--- config.mk ---
export PLATFORM = sky130hd
export DESIGN_NAME = string_key_hash_table
export DESIGN_NICKNAME = d
export VERILOG_FILES = /design/src/sv/skht_pkg.sv /design/src/sv/string_key_hash_table.sv /design/src/sv/skht_mod.sv
export SDC_FILE = /design/constraint.sdc
export NUM_CORES = 2
export LEC_CHECK = 0
export ABC_AREA = 0
export BUFFER_PORTS_ARGS = -buffer_cell sky130_fd_sc_hd__clkbuf_2
export CAP_MARGIN = 0
export CELL_PAD_IN_SITES_DETAIL_PLACEMENT = 1
export CELL_PAD_IN_SITES_GLOBAL_PLACEMENT = 2
export CORE_MARGIN = 2
export CORE_UTILIZATION = 45
export DETAILED_ROUTE_END_ITERATION = 6
export GPL_TIMING_DRIVEN = 0
export PLACE_DENSITY = 0.81
export SLEW_MARGIN = 10
export SYNTH_ARGS = -nofsm -noshare
export SYNTH_HDL_FRONTEND = slang
export SYNTH_SLANG_ARGS = --single-unit
--- constraint.sdc ---
create_clock -name i_clk -period 10.61 [get_ports i_clk]
set_input_delay 2.122 -clock i_clk [delete_from_list [all_inputs] [get_ports i_clk]]
set_output_delay 2.122 -clock i_clk [all_outputs]
set_load 0.02 [all_outputs]
--- src/sv/skht_pkg.sv ---
// skht_pkg: shared types and constants for the string-key hash table.
// No dependencies.
`default_nettype none
package skht_pkg;
    localparam int SLOTS   = 10;
    localparam int KEY_LEN = 16;
    localparam int SLOT_W  = $clog2(SLOTS);
    localparam int LEN_W   = $clog2(KEY_LEN + 1);
    localparam int POS_W   = (KEY_LEN > 1) ? $clog2(KEY_LEN) : 1;
    localparam int STEP_W  = $clog2(SLOTS + 3);

    localparam logic [1:0] KIND_INSERT = 2'd0;
    localparam logic [1:0] KIND_SEARCH = 2'd1;
    localparam logic [1:0] KIND_DELETE = 2'd2;
    localparam logic [1:0] KIND_UNUSED = 2'd3;

    localparam logic [2:0] ST_INSERTED  = 3'd0;
    localparam logic [2:0] ST_FOUND     = 3'd1;
    localparam logic [2:0] ST_NOT_FOUND = 3'd2;
    localparam logic [2:0] ST_FULL      = 3'd3;
    localparam logic [2:0] ST_TOO_LONG  = 3'd4;

    typedef struct packed {
        logic [1:0]         kind;
        logic [7:0]         key_byte;
        logic               key_last;
        logic signed [31:0] value_in;
    } t_in;

    typedef struct packed {
        logic [2:0]         status;
        logic signed [31:0] value_out;
    } t_out;

    // reduction of both 32-bit hashes modulo SLOTS by reciprocal multiply
    typedef struct packed {
        logic              start;
        logic [31:0]       sum;
        logic [31:0]       mix;
    } t_mod_req;

    typedef struct packed {
        logic              done;
        logic [SLOT_W-1:0] h1;
        logic [SLOT_W-1:0] h2;
    } t_mod_rsp;
endpackage
`default_nettype wire

--- src/sv/string_key_hash_table.sv ---
// string_key_hash_table: top level, key capture, probe sequencer, slot store.
// Depends on skht_pkg and skht_mod.
//
// channel  dir  signals                     beat
// input    in   i_valid/o_ready/i_data      one key byte (+ op on last)
// result   out  o_valid/i_ready/o_data      status and value per operation
//
// A non-last byte updates the key capture. On the last byte the hash reducer
// runs, then the probe sequencer takes up to SLOTS+2 probe steps, each used,
// same-length slot adding a key comparison (the shared byte comparator), and an
// insert copies the key bytes into the slot. The output state then raises o_valid.
// Reset (synchronous) clears the slot used bits and the pending key. The result
// sits in an output register; the block takes no byte until it has been taken.
`default_nettype none
module string_key_hash_table (
    input  wire logic           i_clk,
    input  wire logic           i_rst_n,
    input  wire logic           i_valid,
    output logic                o_ready,
    input  wire skht_pkg::t_in  i_data,
    output logic                o_valid,
    input  wire logic           i_ready,
    output skht_pkg::t_out      o_data
);
    localparam int SW = skht_pkg::SLOT_W;
    localparam int LW = skht_pkg::LEN_W;
    localparam int PW = skht_pkg::POS_W;
    localparam int TW = skht_pkg::STEP_W;
    localparam int KL = skht_pkg::KEY_LEN;
    localparam int NS = skht_pkg::SLOTS;
    localparam int CW = $clog2(NS * KL);

    localparam logic [2:0] S_COLLECT = 3'd0;
    localparam logic [2:0] S_HASH    = 3'd1;
    localparam logic [2:0] S_PROBE   = 3'd2;
    localparam logic [2:0] S_CMP     = 3'd3;
    localparam logic [2:0] S_COPY    = 3'd4;
    localparam logic [2:0] S_OUT     = 3'd5;

    logic [2:0] r_state;
    // key capture
    logic [7:0]    r_pend [KL];
    logic [LW-1:0] r_len;
    logic [31:0]   r_sum, r_mix;
    logic          r_over;
    logic [1:0]    r_kind;
    logic [31:0]   r_val;
    // slot store
    logic [NS-1:0] r_used;
    logic [7:0]    r_chars [NS*KL];
    logic [LW-1:0] r_slen [NS];
    logic [31:0]   r_sval [NS];
    // sequencer
    logic [SW-1:0] r_h1, r_h2, r_slot;
    logic [TW-1:0] r_step;
    logic [LW-1:0] r_pos;
    logic [7:0]    r_rd;
    logic          r_rd_ok;
    logic          r_ovalid;
    skht_pkg::t_out r_odata;

    skht_pkg::t_mod_req w_req;
    skht_pkg::t_mod_rsp w_rsp;
    logic [SW-1:0] w_probe;
    logic [SW:0]   w_lin;
    logic [CW-1:0] w_addr;
    logic          w_accept;

    skht_mod u_mod (.i_clk(i_clk), .i_rst_n(i_rst_n), .i_req(w_req), .o_rsp(w_rsp));

    assign o_ready  = (r_state == S_COLLECT);
    assign w_accept = i_valid && o_ready;
    assign o_valid  = r_ovalid;
    assign o_data   = r_odata;
    assign w_req.start = w_accept && i_data.key_last
                         && (i_data.kind != skht_pkg::KIND_UNUSED);
    assign w_req.sum   = r_sum + 32'(i_data.key_byte);
    assign w_req.mix   = r_mix + (r_mix ^ 32'(i_data.key_byte));

    // probe order: h1, h2, then h1+i wrapping
    assign w_lin = (SW+1)'(r_h1) + (SW+1)'(r_step - TW'(2));
    always_comb begin
        if (r_step == TW'(0))      w_probe = r_h1;
        else if (r_step == TW'(1)) w_probe = r_h2;
        else if (w_lin >= (SW+1)'(NS)) w_probe = SW'(w_lin - (SW+1)'(NS));
        else w_probe = SW'(w_lin);
    end
    assign w_addr = CW'(r_slot * KL) + CW'(r_pos);

    // slot byte memory: one read, one write port
    always_ff @(posedge i_clk) begin
        r_rd <= r_chars[w_addr];
        if (r_state == S_COPY) r_chars[w_addr] <= r_pend[r_pos[PW-1:0]];
    end

    always_ff @(posedge i_clk) begin
        if (!i_rst_n) begin
            r_state  <= S_COLLECT;
            r_used   <= '0;
            r_len    <= '0;
            r_sum    <= '0;
            r_mix    <= '0;
            r_over   <= 1'b0;
            r_ovalid <= 1'b0;
        end else begin
            case (r_state)
                S_COLLECT: begin
                    if (w_accept) begin
                        if (r_len < LW'(KL)) begin
                            r_pend[r_len[PW-1:0]] <= i_data.key_byte;
                            r_len <= r_len + LW'(1);
                        end else begin
                            r_over <= 1'b1;
                        end
                        r_sum  <= w_req.sum;
                        r_mix  <= w_req.mix;
                        r_kind <= i_data.kind;
                        r_val  <= i_data.value_in;
                        if (i_data.key_last) begin
                            if (i_data.kind == skht_pkg::KIND_UNUSED) begin
                                r_len <= '0; r_sum <= '0; r_mix <= '0; r_over <= 1'b0;
                            end else begin
                                if (r_len >= LW'(KL)) r_over <= 1'b1;
                                r_state <= S_HASH;
                            end
                        end
                    end
                end
                S_HASH: begin
                    if (w_rsp.done) begin
                        r_h1 <= w_rsp.h1;
                        r_h2 <= w_rsp.h2;
                        r_step <= '0;
                        if (r_over) begin
                            r_odata <= '{skht_pkg::ST_TOO_LONG, 32'sd0};
                            r_state <= S_OUT;
                        end else begin
                            r_state <= S_PROBE;
                        end
                    end
                end
                S_PROBE: begin
                    r_slot <= w_probe;
                    r_pos  <= '0;
                    r_rd_ok <= 1'b0;
                    if (r_step == TW'(NS + 2)) begin
                        if (r_kind == skht_pkg::KIND_INSERT)
                            r_odata <= '{skht_pkg::ST_FULL, 32'sd0};
                        else
                            r_odata <= '{skht_pkg::ST_NOT_FOUND, 32'sd0};
                        r_state <= S_OUT;
                    end else if (r_kind == skht_pkg::KIND_INSERT) begin
                        if (!r_used[w_probe]) begin
                            r_used[w_probe] <= 1'b1;
                            r_slen[w_probe] <= r_len;
                            r_sval[w_probe] <= r_val;
                            r_state <= (r_len == '0) ? S_OUT : S_COPY;
                            r_odata <= '{skht_pkg::ST_INSERTED, 32'sd0};
                        end else r_step <= r_step + TW'(1);
                    end else if (r_used[w_probe] && r_slen[w_probe] == r_len) begin
                        r_state <= S_CMP;
                    end else r_step <= r_step + TW'(1);
                end
                S_CMP: begin
                    // r_rd holds the byte at the address of the previous cycle
                    r_rd_ok <= 1'b1;
                    if (r_rd_ok) begin
                        if (r_rd != r_pend[PW'(r_pos - LW'(1))]) begin
                            r_step <= r_step + TW'(1);
                            r_state <= S_PROBE;
                        end else if (r_pos == r_len) begin
                            r_odata <= '{skht_pkg::ST_FOUND,
                                (r_kind == skht_pkg::KIND_SEARCH) ? r_sval[r_slot] : 32'sd0};
                            if (r_kind == skht_pkg::KIND_DELETE) r_used[r_slot] <= 1'b0;
                            r_state <= S_OUT;
                        end
                    end
                    if (r_pos != r_len) r_pos <= r_pos + LW'(1);
                    if (r_len == '0) begin
                        r_odata <= '{skht_pkg::ST_FOUND,
                            (r_kind == skht_pkg::KIND_SEARCH) ? r_sval[r_slot] : 32'sd0};
                        if (r_kind == skht_pkg::KIND_DELETE) r_used[r_slot] <= 1'b0;
                        r_state <= S_OUT;
                    end
                end
                S_COPY: begin
                    if (r_pos == r_len - LW'(1)) r_state <= S_OUT;
                    else r_pos <= r_pos + LW'(1);
                end
                S_OUT: begin
                    if (!r_ovalid) r_ovalid <= 1'b1;
                    else if (i_ready) begin
                        r_ovalid <= 1'b0;
                        r_len <= '0; r_sum <= '0; r_mix <= '0; r_over <= 1'b0;
                        r_state <= S_COLLECT;
                    end
                end
                default: r_state <= S_COLLECT;
            endcase
        end
    end

    a_ready_out: assert property (@(posedge i_clk) disable iff (!i_rst_n)
        !(o_ready && o_valid)) else $error("ready while result pending");
    a_valid_state: assert property (@(posedge i_clk) disable iff (!i_rst_n)
        o_valid |-> r_state == S_OUT) else $error("valid outside output state");
    a_hold: assert property (@(posedge i_clk) disable iff (!i_rst_n)
        o_valid && !i_ready |=> o_valid && $stable(o_data)) else $error("result dropped");
endmodule
`default_nettype wire

--- src/sv/skht_mod.sv ---
// skht_mod: modulo-SLOTS reduction of both key hashes, one shared reciprocal multiplier.
// Depends on skht_pkg.
`default_nettype none
module skht_mod (
    input  wire logic               i_clk,
    input  wire logic               i_rst_n,
    input  wire skht_pkg::t_mod_req i_req,
    output skht_pkg::t_mod_rsp      o_rsp
);
    localparam int SW = skht_pkg::SLOT_W;
    // q = (x * RM) >> (32 + RL) is the exact quotient for every 32-bit x
    localparam int RL = $clog2(skht_pkg::SLOTS);
    localparam logic [32:0] RM =
        33'((64'd1 << (32 + RL)) / 64'(skht_pkg::SLOTS) + 64'd1);

    localparam logic [1:0] PH_Q1 = 2'd0;
    localparam logic [1:0] PH_R1 = 2'd1;
    localparam logic [1:0] PH_Q2 = 2'd2;
    localparam logic [1:0] PH_R2 = 2'd3;

    logic [31:0]   r_a, r_b, r_q;
    logic [SW-1:0] r_h1, r_h2;
    logic [1:0]    r_ph;
    logic          r_busy, r_done;
    logic [64:0]   w_prod;
    logic [31:0]   w_q, w_rem;

    assign w_prod = 65'(r_a) * 65'(RM);
    assign w_q    = 32'(w_prod >> (32 + RL));
    assign w_rem  = r_a - r_q * 32'(skht_pkg::SLOTS);

    // quotient and remainder of sum, then the same for mix
    always_ff @(posedge i_clk) begin
        if (!i_rst_n) begin
            r_busy <= 1'b0;
            r_done <= 1'b0;
            r_ph   <= PH_Q1;
        end else begin
            r_done <= 1'b0;
            if (i_req.start) begin
                r_busy <= 1'b1;
                r_ph   <= PH_Q1;
                r_a    <= i_req.sum;
                r_b    <= i_req.mix;
            end else if (r_busy) begin
                case (r_ph)
                    PH_Q1: begin
                        r_q  <= w_q;
                        r_ph <= PH_R1;
                    end
                    PH_R1: begin
                        r_h1 <= w_rem[SW-1:0];
                        r_a  <= r_b;
                        r_ph <= PH_Q2;
                    end
                    PH_Q2: begin
                        r_q  <= w_q;
                        r_ph <= PH_R2;
                    end
                    PH_R2: begin
                        r_h2   <= w_rem[SW-1:0];
                        r_busy <= 1'b0;
                        r_done <= 1'b1;
                        r_ph   <= PH_Q1;
                    end
                    default: r_ph <= PH_Q1;
                endcase
            end
        end
    end

    assign o_rsp.done = r_done;
    assign o_rsp.h1   = r_h1;
    assign o_rsp.h2   = r_h2;
endmodule
`default_nettype wire
---- Yosys cells after proc, flatten, opt, wreduce, memory -nomap -nowiden ----
Memories as Yosys holds them, arrays and structs flattened. A register that Yosys moved wholly into a read port is not among the register bits.
Index checks and enable logic that the tools add are counted.
operators by class
  muxes and demuxes ....................... 113
  $add $sub $neg .......................... 12
  bitwise gates (word level) .............. 8
  $mul .................................... 2
  reductions and logical operators ........ 35
  div/mod/pow operators ................... 0
  $lt $le $gt $ge ......................... 7
  shifts and indexed selects .............. 0
  eq/ne operators ......................... 44
operators by type and width
  cell                                                                    number
  32-bit two-way mux                                                      12
  35-bit two-way mux                                                      9
  32-bit one-hot mux with 2 select lines                                  2
  10-bit two-way mux                                                      11
  35-bit one-hot mux with 3 select lines                                  1
  32-bit by 32-bit multiplier with 64-bit output (second input constant)  1
  3-bit two-way mux                                                       16
  4-bit two-way mux                                                       12
  5-bit two-way mux                                                       8
  33-bit two-way mux                                                      1
  32-bit adder                                                            1
  32-bit by 8-bit adder with 32-bit output                                1
  32-bit by 8-bit bitwise XOR with 32-bit output                          1
  1-bit two-way mux                                                       30
  29-bit by 3-bit multiplier with 3-bit output (second input constant)    1
  2-bit inequality test (second input constant)                           12
  4-bit AND reduction                                                     6
  3-bit inequality test (second input constant)                           7
  10-bit bitwise AND                                                      2
  10-bit one-hot mux with 2 select lines                                  1
  3-bit one-hot mux with 6 select lines                                   1
  5-bit equality test                                                     3
  5-bit one-hot mux with 3 select lines                                   1
  4-bit inequality test (second input constant)                           3
  other kinds (47)                                                        78
word-level totals
  memories kept ........................... 4
  flip-flop bits (word level) ............. 280
  RAM bits ................................ 1778
  logic and storage cells ................. 250
  bits in latches ......................... 0
  memory bits (read-only) ................. 0
  bits of input ports ..................... 47
memory list
  name     depth  bits a word  rd ports  clocked after memory_dff  write ports  RTL line                     RTL
  r_chars  160    8            1         1                         1            string_key_hash_table.sv:50  logic [7:0] r_chars [NS*KL];
  r_sval   10     32           1         1                         1            string_key_hash_table.sv:52  logic [31:0] r_sval [NS];
  r_pend   16     8            2         1                         1            string_key_hash_table.sv:42  logic [7:0] r_pend [KL];
  r_slen   10     5            1         0                         1            string_key_hash_table.sv:51  logic [LW-1:0] r_slen [NS];

---- Longest topological paths before layout ----
  depth in word-level cells ............... 16
  depth in mapped cells ................... 24

---- Cells and area by module ----
A second synthesis with hierarchy kept.
second synthesis, totals
  cells, all modules ...................... 5022
  area, all modules ....................... 91417.7 µm²
by module, submodules not included
  module                 seq. area each (µm²)  times used  cells an instance  area an instance (µm²)
  string_key_hash_table  58105.7               1           3860               78373.9
  skht_mod               2332.2                1           1162               13043.8

---- Least setup slack after synthesis ----
OpenSTA, ideal clock, no wires.
  path type ............................... reg-to-reg
  start point ............................. register r_pos[0]
  end point ............................... register r_odata (netlist bit o_data[0]) (enable)
  buffers on the path ..................... 9
  data required time ...................... 9.994 ns
  setup time .............................. 0.616 ns
  stages on the path, launching flop included .. 19
  path slack .............................. -0.002 ns
  arrival ................................. 9.996 ns
  path through ............................ edfxtp_1 -> buf_2 -> buf_4 -> buf_4 -> buf_2 -> buf_2 -> buf_2 -> buf_2 -> inv_1 -> ha_1 -> clkbuf_1 -> clkbuf_1 -> mux4_2 -> mux4_2 -> xnor2_1 -> nand4_1 -> nor2_2 -> o22ai_1 -> a2111oi_0
on the way
  cells in the longest elaborated chain, start to end .. 5
  elaborated cells on any way between the ends .. 7
  those cells by class .................... add/sub (1); eq/ne (4); reduce/logical (1); memory (1)
ends and longest elaborated chain
  item                                         RTL line                      RTL
  from (decl)                                  string_key_hash_table.sv:56   logic [LW-1:0] r_pos;
  from (signal assigned)                       string_key_hash_table.sv:178  if (r_pos != r_len) r_pos <= r_pos + LW'(1);
  from (signal assigned)                       string_key_hash_table.sv:188  else r_pos <= r_pos + LW'(1);
  4-bit by 1-bit subtractor with 4-bit output  string_key_hash_table.sv:168  if (r_rd != r_pend[PW'(r_pos - LW'(1))]) begin
  memory 16 x 8 bit                            -
  8-bit inequality test                        string_key_hash_table.sv:168
  3-bit inequality test (no source line)       -
  9-bit AND reduction (no source line) *       -
  to (signal assigned)                         string_key_hash_table.sv:158  r_odata <= '{skht_pkg::ST_INSERTED, 32'sd0};
  to (signal assigned)                         string_key_hash_table.sv:172  r_odata <= '{skht_pkg::ST_FOUND,
  to (signal assigned)                         string_key_hash_table.sv:180  r_odata <= '{skht_pkg::ST_FOUND,
  to (decl)                                    string_key_hash_table.sv:60   skht_pkg::t_out r_odata;
Every way passes the cells marked *; elsewhere a longest branch is shown, timed or not.
A chain may end at the register's enable or synchronous reset.

---- Worst setup path in the final report ----
  start point ............................. register r_pos[1]
  end point ............................... register r_odata (netlist bit o_data[11]) (enable)
The elaborated chain is that of the path after synthesis.

==> key figures <==
Worst setup path
  – Required time worst endpoint: 11,160 ps
  – Worst R2R Setup Slack: 730 ps
  – Worst EP arrival: 10,430 ps
  – Worst setup EP type: flop
  – CP Launch Type: flop
  – Worst Setup SP: r_pos[1]
  – Critical path fanouts, max: 10
  – FF-to-FF Start: r_pos[1]
  – Setup CP Type: reg2reg

Floorplan
  – Die ar.: 0.2064 mm2
  – Die W: 454.3 um
  – I/O pins: 84
  – Initial Util: 0.4520
  – DIE HEIGHT: 454.3 um
  – Cell row count: 165
  – CORE AREA: 0.2019 mm2

Synthesis
  – Synth Area in XOR/XNOR: 0.01113
  – Post-synth top area share: 0.6397
  – Async SR Flop Fraction: 0
  – Leading post-synthesis cells by cell area: edfxtp_1, mux4_2, fa_1
  – Top FF cell, synth: edfxtp_1
  – Syn avg cell area: 18.17 um2
  – YS warnings: 0
  – Library cells used by synthesis: 79
  – Post-synth EDFFs: 1,944
  – Adder-Cell Fraction of Synth Area: 0.08959
  – Simple-gate share of the synthesized area: 0.03579
  – Post-Syn Nets: 5,566
  – Post-synthesis mux area share: 0.1460
  – Seq cells post-synth: 2,047
  – Seq/Total Area, Yosys: 0.6623
  – Largest family of logic cells by synthesized area: multiplexers
  – Compound-Gate Fraction of Synth Area: 0.02778
  – Synth Instances: 5,021
  – Synth Cell Area: 0.09126 mm2
  – Synth area leader: edfxtp_1

Clock tree
  – Clock transition at the registers of the reported paths: 60 ps
  – CTS Buf Count: 194
  – Hold-fix buffers, CTS: 0
  – H-tree Lvls: 4
  – CTS root buf: clkbuf_16
  – Post-cts resize count: 0
  – Maximum clock path buffer count: 3
  – Post-CTS setup buffer count: 0
  – Worst skew pair latency: 860 ps
  – CTS tree: yes
  – Clock sinks: 2,047

Placement
  – Dpl ws: 681.1 ps
  – I/O Buffers: 82
  – Placer congestion estimate: 0.9086
  – Placed Area: 0.09593 mm2
  – Post-DP HPWL: 182.0 mm

Route
  – # DRC: 0
  – DRT antenna net count: 0
  – Final WL: 266.1 mm
  – Routed len/inst: 32.51 um
  – Via Count: 49.75k
  – Detail-routed via count per cell: 6.077
  – DRT Pass-1 Iters: 5
  – Initial DRC count: 5,842

Timing
  – Unrepaired setup endpoints after global routing: false
  – Setup ws final: 730.6 ps
  – Fmax: 0.1012 GHz
  – Final clock skew: 49.13 ps
  – Rel. slew slack: 0.03763
  – Fin. Hold Viols: 0
  – Final min period: 9879 ps
  – Worst slew pin tran: 1444 ps
  – Final Setup Violations: 0
  – Max Transition Viols Final: 0
  – Share of the clock period used by the worst path: 0.9311
  – Hold WS: 419.2 ps

Global routing
  – Antenna violations before repair: 6
  – Gr usage total: 0.2608
  – GRT overflow: 0
  – Vias in the first global route: 52.27k
  – Largest net degree at the start of global routing: 93
  – First-pass GRT wire length: 382.1 mm

Pwr
  – LEAKAGE: 34.66 nW
  – VDD IR max: 0.7776 mV
  – PwrDens: 287.1 mW/mm2

Min path
  – Hold crit path type: reg2reg
  – Hold_sp: u_mod.r_h1[0]

Finish
  – Area grow syn2layout: 11.97%
  – Final core occ: 0.5061
  – Design Area, Final: 0.1022 mm2
  – Net count reported at finish: 5,889
  – Fill cells: 18.58k
  – Most frequent cells in the layout: edfxtp_1, mux4_2, inv_1, fa_1, nor2_1
  – Commonest non-fill, non-tap cell in the layout: edfxtp_1
  – Share of cells above drive strength 1: 0.1948

Run status
  – Status: finished, final reports clean

Run
  – Max_cap viols: 0
-- final timing paths --
kind | cells after the start | to
setup reg to reg | 21 | o_data[11]
setup / recovery | 21 | o_data[11]
hold reg to reg | 0 | r_h1[0]
hold / removal | 0 | r_h1[0]
-- metrics by stage --
step	std cells	setup TNS [ps]	total power [mW]
floorplan	5021	0	18.27
global placement	7775	-189460	22.11
detailed placement	7820	0	22.63
CTS	8185	0	29.52
global route	8186	0	31.04
finish	8187	0	29.34
-- flip-flops by register name, indices dropped and copies added, names as in the netlist, 32 cells and up, named ones only --
register,cells
o_data,35
r_chars,1280
r_pend,128
r_slen,50
r_sum,32
r_sval,320
r_val,32
u_mod.r_a,32
u_mod.r_b,32
-- critical path: stages, from the launching register on --
cell and delay, ps:
edfxtp_1 590, clkbuf_1 390, clkbuf_1 680, clkbuf_2 700
buf_2 690, clkbuf_1 810, inv_1 240, ha_1 360
clkbuf_1 480, clkbuf_1 680, mux4_2 430, mux4_2 550
xnor2_1 190, nand4_1 130, nor2_2 410, o22ai_1 230
a2111oi_2 670, buf_2 330, buf_2 250, buf_2 240
buf_2 250, buf_2 210
-- cell usage after synthesis, types with 14 or more instances --
library cell,number
a211oi_1,69
a21o_1,23
a21oi_1,74
a22oi_1,40
a31oi_1,18
and3_1,14
buf_1,27
buf_2,35
clkbuf_1,149
dfxtp_1,103
edfxtp_1,1944
fa_1,259
ha_1,239
inv_1,423
mux2i_1,88
mux4_2,548
nand2_1,159
nand3_1,52
nand4_1,21
nor2_1,249
nor2b_1,80
nor3_1,27
o21ai_0,65
xnor2_1,73
xor2_1,43
-- logic make-up (layout without fill, tap and decap cells) --
group,after synthesis,count (layout)
compound gates,380,380
fa+ha+maj,498,498
mux,645,645
simple gates,690,690
other cells,0,2
buf+inv,645,1137
flops,2047,2047
xor+xnor,116,116
-- power breakdown --
part / switching [mW] / internal (mW) / total, mW
Clock: 3.12 / 3.82 / 6.93
Combinational: 7.53 / 4.75 / 12.3
Sequential: 0.142 / 9.98 / 10.1
-- area by class of cell --
cell class,instances,area [um2],area share
Buffer,219,945.9,0.009257
Timing Repair Buffer,127,1150,0.01125
Tap cell,2672,3343,0.03272
Multi-Input combinational cell,2329,28470,0.2786
Inverter,426,1599,0.01565
Clock buffer,256,5211,0.05100
Antenna cell,2,5.005,0.00004898
Sequential cell,2047,60440,0.5915
Clock inverter,109,1021,0.009992
-- routing by layer --
| layer | part of all wire | global-route usage |
|---|---|---|
| met2 | 0.48 | 0.4195 |
| met5 | 0.000049 | 0 |
| met1 | 0.39 | 0.3532 |
| met3 | 0.087 | 0.05367 |
| met4 | 0.040 | 0.09515 |
No activity file was read; power rests on OpenSTA's default activity.
